File: config.mk
export PLATFORM = sky130hd
export DESIGN_NAME = pixel_message_deframer
export DESIGN_NICKNAME = d
export VERILOG_FILES = /design/src/sv/pmd_pkg.sv /design/src/sv/pmd_parser.sv /design/src/sv/pixel_message_deframer.sv
export SDC_FILE = /design/constraint.sdc
export NUM_CORES = 1
export LEC_CHECK = 0
export ABC_AREA = 1
export BUFFER_PORTS_ARGS = -buffer_cell sky130_fd_sc_hd__buf_2
export CORE_UTILIZATION = 64
export CTS_CLUSTER_SIZE = 24
export DETAILED_ROUTE_END_ITERATION = 16
export PLACE_DENSITY = 0.85
export SETUP_SLACK_MARGIN = 0.4
export SLEW_MARGIN = 20
export SYNTH_ARGS = -nofsm -noshare
export SYNTH_HDL_FRONTEND = slang
export SYNTH_SLANG_ARGS = --single-unit
File: constraint.sdc
create_clock -name clk_i -period 5.2 [get_ports clk_i]
set_clock_uncertainty 0.05 [all_clocks]
set_input_delay 0.78 -clock clk_i [delete_from_list [all_inputs] [get_ports clk_i]]
set_output_delay 0.78 -clock clk_i [all_outputs]
set_load 0.005 [all_outputs]
File: src/sv/pmd_pkg.sv
// ---------------------------------------------------------------------------
// Pixel message deframer package
// Request types and fixed constants shared by the deframer modules.
// ---------------------------------------------------------------------------
package pmd_pkg;

  // Header layout: channel, command, length high, length low
  localparam int unsigned HeaderBytes = 4;
  localparam int unsigned HdrCntW     = 3;
  localparam int unsigned PixIdxW     = 15;

  typedef enum logic [1:0] {
    HDR_CHANNEL = 2'd0,
    HDR_COMMAND = 2'd1,
    HDR_LEN_HI  = 2'd2,
    HDR_LEN_LO  = 2'd3
  } hdr_pos_e;

  typedef enum logic {
    MODE_STREAM  = 1'b0,
    MODE_RESTART = 1'b1
  } mode_e;

  typedef enum logic [1:0] {
    PIX_RED   = 2'd0,
    PIX_GREEN = 2'd1,
    PIX_BLUE  = 2'd2,
    PIX_NONE  = 2'd3
  } pix_pos_e;

  typedef struct packed {
    mode_e      mode;
    logic [7:0] data_byte;
  } in_req_t;

  typedef struct packed {
    logic               pixel_valid;
    logic               message_done;
    logic [7:0]         channel;
    logic [PixIdxW-1:0] pixel_index;
    logic [7:0]         red;
    logic [7:0]         green;
    logic [7:0]         blue;
  } out_req_t;

endpackage

File: src/sv/pmd_parser.sv
// ---------------------------------------------------------------------------
// Pixel message deframer parser
// Message parse state and the one-byte step that yields a result request.
// ---------------------------------------------------------------------------
module pmd_parser #(
  parameter int unsigned MAX_PAYLOAD = 65535
) (
  input  logic             clk_i,
  input  logic             rst_ni,
  input  logic             step_i,
  input  pmd_pkg::in_req_t item_i,
  input  logic [7:0]       pixel_command_i,
  output pmd_pkg::out_req_t result_o
);
  import pmd_pkg::*;

  localparam int unsigned PayloadW = $clog2(MAX_PAYLOAD + 1);
  localparam logic [16:0] MaxLen   = 17'(MAX_PAYLOAD);

  logic [HdrCntW-1:0]  hdr_cnt_q, hdr_cnt_d;
  logic [7:0]          chan_q, chan_d;
  logic [7:0]          cmd_q, cmd_d;
  logic [7:0]          len_hi_q, len_hi_d;
  logic [7:0]          len_lo_q, len_lo_d;
  logic [PayloadW-1:0] pay_cnt_q, pay_cnt_d;
  pix_pos_e            bip_q, bip_d;
  logic [15:0]         held_q, held_d;
  logic [PixIdxW-1:0]  pix_cnt_q, pix_cnt_d;

  logic [15:0]         hdr_len;
  logic [PayloadW-1:0] sat_len;
  logic [PayloadW-1:0] pay_next;
  logic                in_header;

  // Saturated payload length from the stored header
  assign hdr_len = {len_hi_q, len_lo_q};
  always_comb begin
    if ({1'b0, hdr_len} > MaxLen) begin
      sat_len = PayloadW'(MAX_PAYLOAD);
    end else begin
      sat_len = hdr_len[PayloadW-1:0];
    end
  end

  assign pay_next  = pay_cnt_q + PayloadW'(1);
  assign in_header = (hdr_cnt_q != HdrCntW'(HeaderBytes));

  // One byte step: next parse state and the result fields
  always_comb begin
    hdr_cnt_d = hdr_cnt_q;
    chan_d    = chan_q;
    cmd_d     = cmd_q;
    len_hi_d  = len_hi_q;
    len_lo_d  = len_lo_q;
    pay_cnt_d = pay_cnt_q;
    bip_d     = bip_q;
    held_d    = held_q;
    pix_cnt_d = pix_cnt_q;
    result_o  = '0;

    unique case (item_i.mode)
      MODE_RESTART: begin
        hdr_cnt_d = '0;
        chan_d    = '0;
        cmd_d     = '0;
        len_hi_d  = '0;
        len_lo_d  = '0;
        pay_cnt_d = '0;
        bip_d     = PIX_RED;
        held_d    = '0;
        pix_cnt_d = '0;
      end
      MODE_STREAM: begin
        if (in_header) begin
          // Header byte: store it by position
          hdr_cnt_d = hdr_cnt_q + HdrCntW'(1);
          unique case (hdr_pos_e'(hdr_cnt_q[1:0]))
            HDR_CHANNEL: chan_d = item_i.data_byte;
            HDR_COMMAND: cmd_d  = item_i.data_byte;
            HDR_LEN_HI:  len_hi_d = item_i.data_byte;
            HDR_LEN_LO: begin
              len_lo_d         = item_i.data_byte;
              result_o.channel = chan_q;
              // Empty payload ends the message on the last header byte
              if ({len_hi_q, item_i.data_byte} == 16'd0) begin
                result_o.message_done = 1'b1;
                hdr_cnt_d = '0;
              end
            end
            default: ;
          endcase
        end else begin
          // Payload byte
          result_o.channel = chan_q;
          pay_cnt_d        = pay_next;
          if (cmd_q == pixel_command_i) begin
            unique case (bip_q)
              PIX_RED: begin
                held_d = {item_i.data_byte, 8'd0};
                bip_d  = PIX_GREEN;
              end
              PIX_GREEN: begin
                held_d = {held_q[15:8], item_i.data_byte};
                bip_d  = PIX_BLUE;
              end
              PIX_BLUE: begin
                result_o.pixel_valid = 1'b1;
                result_o.pixel_index = pix_cnt_q;
                result_o.red         = held_q[15:8];
                result_o.green       = held_q[7:0];
                result_o.blue        = item_i.data_byte;
                pix_cnt_d            = pix_cnt_q + PixIdxW'(1);
                bip_d                = PIX_RED;
                held_d               = '0;
              end
              default: bip_d = PIX_RED;
            endcase
          end
          // Last payload byte closes the message
          if (pay_next >= sat_len) begin
            result_o.message_done = 1'b1;
            hdr_cnt_d = '0;
            pay_cnt_d = '0;
            bip_d     = PIX_RED;
            held_d    = '0;
            pix_cnt_d = '0;
          end
        end
      end
      default: ;
    endcase
  end

  // Parse state registers
  always_ff @(posedge clk_i or negedge rst_ni) begin
    if (!rst_ni) begin
      hdr_cnt_q <= '0;
      chan_q    <= '0;
      cmd_q     <= '0;
      len_hi_q  <= '0;
      len_lo_q  <= '0;
      pay_cnt_q <= '0;
      bip_q     <= PIX_RED;
      held_q    <= '0;
      pix_cnt_q <= '0;
    end else if (step_i) begin
      hdr_cnt_q <= hdr_cnt_d;
      chan_q    <= chan_d;
      cmd_q     <= cmd_d;
      len_hi_q  <= len_hi_d;
      len_lo_q  <= len_lo_d;
      pay_cnt_q <= pay_cnt_d;
      bip_q     <= bip_d;
      held_q    <= held_d;
      pix_cnt_q <= pix_cnt_d;
    end
  end

endmodule

File: src/sv/pixel_message_deframer.sv
// ---------------------------------------------------------------------------
// Pixel message deframer
// Splits a length-prefixed byte stream into messages and emits RGB pixels.
// ---------------------------------------------------------------------------
// Takes one byte request per cycle while the output is not stalled and returns
// exactly one result request for each: an input register feeds the parser,
// whose state update writes the result register, so each result passes the
// input register and then the result register before it is offered; a stalled
// output holds the result and stalls the input only while the input register
// is also full. The sustained rate is one byte per clock while the output is
// not stalled. A set-pixels message (command equal to the pixel_command
// register) yields a pixel on every third payload byte; a restart request
// clears the parse and returns an all-zero result. Write pixel_command only
// while no request is in flight.
module pixel_message_deframer #(
  parameter int unsigned MAX_PAYLOAD = 65535
) (
  input  logic              clk_i,
  input  logic              rst_ni,
  input  logic              cfg_we_i,
  input  logic [7:0]        cfg_wdata_i,
  input  logic              in_valid_i,
  output logic              in_stall_o,
  input  pmd_pkg::in_req_t  in_data_i,
  output logic              out_valid_o,
  input  logic              out_stall_i,
  output pmd_pkg::out_req_t out_data_o
);
  import pmd_pkg::*;

  logic [7:0] pixel_command_q;
  logic     in_valid_q;
  in_req_t  in_data_q;
  logic     out_valid_q;
  out_req_t out_data_q;
  out_req_t result;
  logic     out_free;
  logic     step;
  logic     in_take;

  // Pipeline advance
  assign out_free   = !out_valid_q || !out_stall_i;
  assign step       = in_valid_q && out_free;
  assign in_stall_o = in_valid_q && !out_free;
  assign in_take    = in_valid_i && !in_stall_o;

  // Configuration register
  always_ff @(posedge clk_i or negedge rst_ni) begin
    if (!rst_ni) begin
      pixel_command_q <= '0;
    end else if (cfg_we_i) begin
      pixel_command_q <= cfg_wdata_i;
    end
  end

  // Input register
  always_ff @(posedge clk_i or negedge rst_ni) begin
    if (!rst_ni) begin
      in_valid_q <= 1'b0;
    end else if (!in_stall_o) begin
      in_valid_q <= in_valid_i;
    end
  end

  always_ff @(posedge clk_i) begin
    if (in_take) begin
      in_data_q <= in_data_i;
    end
  end

  pmd_parser #(
    .MAX_PAYLOAD (MAX_PAYLOAD)
  ) u_parser (
    .clk_i           (clk_i),
    .rst_ni          (rst_ni),
    .step_i          (step),
    .item_i          (in_data_q),
    .pixel_command_i (pixel_command_q),
    .result_o        (result)
  );

  // Result register
  always_ff @(posedge clk_i or negedge rst_ni) begin
    if (!rst_ni) begin
      out_valid_q <= 1'b0;
    end else if (out_free) begin
      out_valid_q <= in_valid_q;
    end
  end

  always_ff @(posedge clk_i) begin
    if (step) begin
      out_data_q <= result;
    end
  end

  assign out_valid_o = out_valid_q;
  assign out_data_o  = out_data_q;

endmodule

## After elaboration in Yosys (flattened, before gate mapping)

Cells that the tools add are included.

- Register bits after elaboration: 152
- Memory bits (writable): 0
- Memory bits (read-only): 0
- Bits in latches: 0
- Memories kept: 0

- Add/sub/neg operators: 3
- Equal/unequal tests: 19
- Divide/modulo/power cells: 0
- Bitwise operators: 3
- Muxes and demuxes: 40
- Multipliers: 0
- Reduce and logical (&&, ||, !) cells: 23
- Shifts and indexed selects: 0
- Order comparisons: 1

Operators by type and width:

| kind | count |
|---|---|
| two-way mux 16 bit | 5 |
| two-way mux 8 bit | 8 |
| one-hot mux 16 bit (2 select lines) | 2 |
| one-hot mux 8 bit (2 select lines) | 4 |
| two-way mux 15 bit | 4 |
| one-hot mux 16 bit (3 select lines) | 1 |
| one-hot mux 15 bit (2 select lines) | 1 |
| two-way mux 9 bit | 2 |
| adder 16 x 1 -> 16 bit (second input constant) | 1 |
| greater-or-equal comparator 16 bit | 1 |
| zero test 16 bit | 1 |
| adder 15 x 1 -> 15 bit (second input constant) | 1 |
| AND reduction 3 bit | 5 |
| two-way mux 3 bit | 4 |
| != test 2 bit (second input constant) | 5 |
| equality test 8 bit | 1 |
| one-hot mux 2 bit (2 select lines) | 2 |
| AND reduction 4 bit | 2 |
| equality test 2 bit (second input constant) | 3 |
| two-way mux 2 bit | 3 |
| != test 3 x 1 -> 1 bit (second input constant) | 2 |
| != test 3 x 2 -> 1 bit (second input constant) | 2 |
| one-hot mux 3 bit (2 select lines) | 1 |
| != test 5 x 4 -> 1 bit (second input constant) | 1 |
| 15 further kinds | 27 |

## Logic depth before layout (Yosys ltp)

- Depth in word-level cells: 6
- Gate-level depth with buffers: 21
- Gate-level depth less buffers: 20

## Hierarchy

A second synthesis with hierarchy kept.

- Cells, all modules: 799
- Area, all modules: 7210.7 sq um

Modules (own cells, without submodules):

| module | times used | cells an instance | sequential area each (sq um) | area each (sq um) |
|---|---|---|---|---|
| pmd_parser | 1 | 696 | 2102.0 | 5067.4 |
| pixel_message_deframer | 1 | 103 | 1991.9 | 2143.3 |

## Least setup slack after synthesis

No wires, ideal clock.

- Path kind: input to register
- Start: input port out_stall_i
- End: register u_parser.pay_cnt_q[10]
- Path buffers: 1
- Data arrival time: 2.683 ns
- Stages: 10
- Path slack: 2.384 ns
- Cell sequence: nand2_1 -> inv_1 -> nor2_4 -> inv_1 -> nor2_4 -> inv_2 -> nor2_4 -> inv_1 -> buf_2 -> o22ai_1

- Cells in the longest elaborated chain, start to end: 4

RTL lines:

| element | line | RTL |
|---|---|---|
| start: declaration | pixel_message_deframer.sv:26 | `input logic out_stall_i,` |
| zero test 1 bit | pixel_message_deframer.sv:42 | `assign out_free = !out_valid_q \|\| !out_stall_i;` |
| logical OR 1 bit | pixel_message_deframer.sv:42 |  |
| logical AND 1 bit | pixel_message_deframer.sv:43 | `assign step = in_valid_q && out_free;` |
| via step | pixel_message_deframer.sv:38 | `logic step;` |
| AND reduction 2 bit (no line) | - |  |
| end signal: assignment | pmd_parser.sv:152 | `pay_cnt_q <= pay_cnt_d;` |
| end: declaration | pmd_parser.sv:25 | `logic [PayloadW-1:0] pay_cnt_q, pay_cnt_d;` |

The timed path passes the listed nets, and every way through them passes these cells.
A chain may end at the register's enable or synchronous reset.

## Final worst setup path

- Start: register u_parser.pay_cnt_q[0]
- End: register u_parser.held_q[9]

- Cells in the longest elaborated chain, start to end: 5
- Elaborated cells between the ends (all ways): 9
- Those cells by class: add/sub (1); order compare (1); eq/ne (3); mux (3); reduce/logical (1)

RTL lines:

| element | line | RTL |
|---|---|---|
| adder 16 x 1 -> 16 bit * | pmd_parser.sv:45 | `assign pay_next = pay_cnt_q + PayloadW'(1);` |
| greater-or-equal comparator 16 bit * | pmd_parser.sv:120 | `if (pay_next >= sat_len) begin` |
| two-way mux 16 bit | pmd_parser.sv:120 |  |
| two-way mux 16 bit | pmd_parser.sv:74 | `if (in_header) begin` |
| one-hot mux 16 bit (2 select lines) | pmd_parser.sv:61 | `unique case (item_i.mode)` |
| end signal: assignment | pmd_parser.sv:154 | `held_q <= held_d;` |
| end: declaration | pmd_parser.sv:27 | `logic [15:0] held_q, held_d;` |

Mark *: on every way between the ends. The rest lies on a longest branch, timed or not. The select of a mux whose other input is x is not followed.

==> results by group <==
Status
  • Status: complete, no violations

STA
  • Final Hold Vio Count: 0
  • Final period utilization: 66.2%
  • Slew margin rel.: 29.8%
  • Worst Max-Slew Pin Slew: 1.05 ns
  • Fmax: 0.290 GHz
  • Min Clock Period, post-route: 3.44 ns
  • Max Slew Vio Count: 0
  • Unrepaired setup endpoints after global routing: false
  • Setup_tns: 0 ns
  • Final setup viols: 0

Synthesis
  • Post-Syn Area: 0.00743 mm^2
  • Synth Area in Simple Gates: 22.8%
  • Top-count cell post-synth: nand2_1
  • Mux contribution to synthesized area: 1.21%
  • Synth unique cells: 39
  • Post-synthesis adder-cell area fraction: 4.38%
  • Post-synth top cells: nand2_1 (159), inv_1 (119), nor2_1 (101)
  • Main combinational cell family by area after synthesis: simple AND/OR/NAND/NOR gates
  • Main flop type after synthesis: dfrtp_1
  • Cell count after synthesis: 804
  • Yosys top cell by area: dfrtp_1
  • Share of the synthesized area in the top cell type: 31.6%
  • Sequential area share after synthesis: 55.1%
  • Number of synthesized flops with an enable pin: 58
  • Warnings from Yosys: 0
  • Synth Area in XOR/XNOR: 3.18%
  • Mapped Nets: 852
  • Async S/R FF share, synth: 61.8%
  • Compound-gate portion of the synthesized area: 5.23%
  • Mean area per synthesized cell: 9.25 um^2
  • Top cells by area, synth: dfrtp_1 (32%), edfxtp_1 (23%), nand2_1 (8.0%)
  • Flops & latches, synth: 152

Routing
  • DR vias: 5759
  • Antenna-violating nets left: 0
  • Router iterations before antenna repair: 5
  • DRC Markers: 0
  • Total wire length: 16.2 mm
  • Starting DRT DRC Count: 470
  • Avg WL per Cell: 15.7 um
  • Vias/cell: 5.60

GRT
  • Total GRT Usage: 29.8%
  • Residual overflow from global routing: 0
  • Largest net degree at the start of global routing: 60
  • Vias in the first global route: 5577
  • First-pass GRT wire length: 26.5 mm
  • Initial antenna violation count: 0

Run
  • Number of max-cap violations: 0

Setup path
  • Crit-path max FO: 17
  • Reg-to-reg critical path startpoint: u_parser.pay_cnt_q[0]
  • Most frequent CP cell: nand2_1
  • Critical path startpoint category: flip-flop
  • WP data arrival: 3.71 ns
  • Critical Path Sink Type: flip-flop
  • CP peak stage delay: 0.42 ns
  • CP Data Required Time: 5.47 ns
  • Worst flop-to-flop path endpoint: u_parser.held_q[9]
  • Slowest CP cell: dfrtp_1
  • Worst R2R Setup Slack: 1.76 ns
  • WS Path Type: reg -> reg
  • Worst path cell trace: ha_1 -> nand2_1 -> nor2_1 -> nand3_1 -> xor2_1 -> inv_1 -> ha_1 -> nand2_1 -> inv_1 -> nand2_1 -> nor2_1 -> nor2_1 -> nand2_1 -> nand2_4 -> nand3_2 -> nand4_1 -> nand2_1 -> nand2_1
  • R2R cell count: 18

Layout
  • Final Instance Area: 0.00837 mm^2
  • Fin nets: 923
  • Diodes inserted: 0
  • P&R area growth vs syn: 12.6%
  • Layout cell share with drive strength beyond 1: 16.7%

Floorplanning
  • Chip Height: 110 um
  • DIE WIDTH: 110 um
  • Top Ports: 73
  • Row count: 38
  • Initial core utilization: 67.1%
  • Core ar.: 0.0111 mm^2
  • Die area: 0.0120 mm^2

Pwr
  • Lkg Pwr: 3.86 nW
  • Max VDD drop: 0.310 mV
  • Total chip power: 3.57 mW
  • Pwr dens: 427 mW/mm^2

Clocking
  • Num CTS Buffers: 17
  • Num Clock Sinks: 152
  • TritonCTS clock tree: yes
  • Clk buf depth: 2
  • Post-CTS Setup Inserts: 0
  • Clock Latency Late Sink: 0.43 ns
  • CTS Root Cell: clkbuf_16
  • Hold buffer count at CTS: 0
  • Post-cts gate resize count: 0
  • Htree depth: 4
  • Clock-pin slew on the worst setup and hold paths: 0.06 ns

Place
  • GP Congestion: 0.909
  • Area after DPL: 0.00785 mm^2
  • DP HPWL: 11.5 mm
  • Port Buffer Count: 72

Worst hold path
  • Min-delay worst type: in -> async
## through the flow
stage / setup slack [ns] / util (%) / instances / hold WS, ns
floorplan: 2.38 / - / 804 / 0.392
global placement: 2.09 / 70.9 / 996 / 0.406
detailed placement: 1.89 / 70.9 / 996 / 0.410
CTS: 1.82 / 75.6 / 1028 / 0.254
global route: 1.49 / 75.6 / 1028 / 0.277
finish: 1.76 / 75.6 / 1028 / 0.244
## report_power, final
group / switching [mW] / internal, mW
combinational: 0.575 / 0.289
sequential: 0.140 / 1.47
clock: 0.467 / 0.632
## registers in the layout (all words and copies together), names as in the netlist
name,cells
u_parser.bip_q,2
u_parser.pix_cnt_q,15
in_data_q,9
u_parser.len_lo_q,8
u_parser.cmd_q,8
u_parser.pay_cnt_q,16
u_parser.len_hi_q,8
out_data_o,49
u_parser.held_q,16
u_parser.chan_q,8
in_valid_q,1
u_parser.hdr_cnt_q,3
pixel_command_q,8
out_valid_o,1
## cells in the final DEF (no fill, tap or decap), drive strengths merged, types with 23 or more instances in the layout
master	count
inv	127
clkbuf	24
buf	74
dfrtp	94
nand3	49
nor3	23
ha	26
edfxtp	58
nand2	166
o21ai	40
nor2	116
## critical path: cells and delay by family (launching register included)
kind	cells	cell delay, ns
buf+inv	2	0.15
xor+xnor	1	0.24
simple gates	13	2.00
fa+ha+maj	2	0.48
flops	1	0.42
## per-layer routing
metal  global-route usage, %  vias up  wire length, um
li1                        -     2724                -
met1                    38.3     2723             6620
met2                    49.3      264             7990
met3                    5.39       48             1040
met4                    14.3        0              499
met5                       0        -                0
## area by class of cell
class	count	area (um^2)
Inverter	125	472
Sequential cell	152	4090
Fill cell	710	2710
Clock buffer	24	472
Timing Repair Buffer	74	378
Tap cell	140	175
Multi-Input combinational cell	505	2730
Clock inverter	8	50.0
## worst max path at each step
stage                     cells after the start                      to             startpoint  slack [ns]
final                                        18      u_parser.held_q[9]  u_parser.pay_cnt_q[0]        1.76
after global routing                         18      u_parser.held_q[9]  u_parser.pay_cnt_q[0]        1.49
after CTS                                    19     u_parser.held_q[10]  u_parser.pay_cnt_q[0]        1.82
after detailed placement                     19     u_parser.held_q[10]  u_parser.pay_cnt_q[0]        1.89
after global placement                       11   u_parser.pay_cnt_q[0]            out_stall_i        2.09
after floorplan                              10  u_parser.pay_cnt_q[10]            out_stall_i        2.38
## cells by family after synthesis
kind of cell / Yosys count
adder cells (fa/ha/maj): 26
XOR/XNOR: 27
flip-flops: 152
AND/OR/NAND/NOR: 374
AO/OA/AOI/OAI: 70
multiplexers: 8
buffers and inverters: 147
Power figures use the tool's default switching activity.
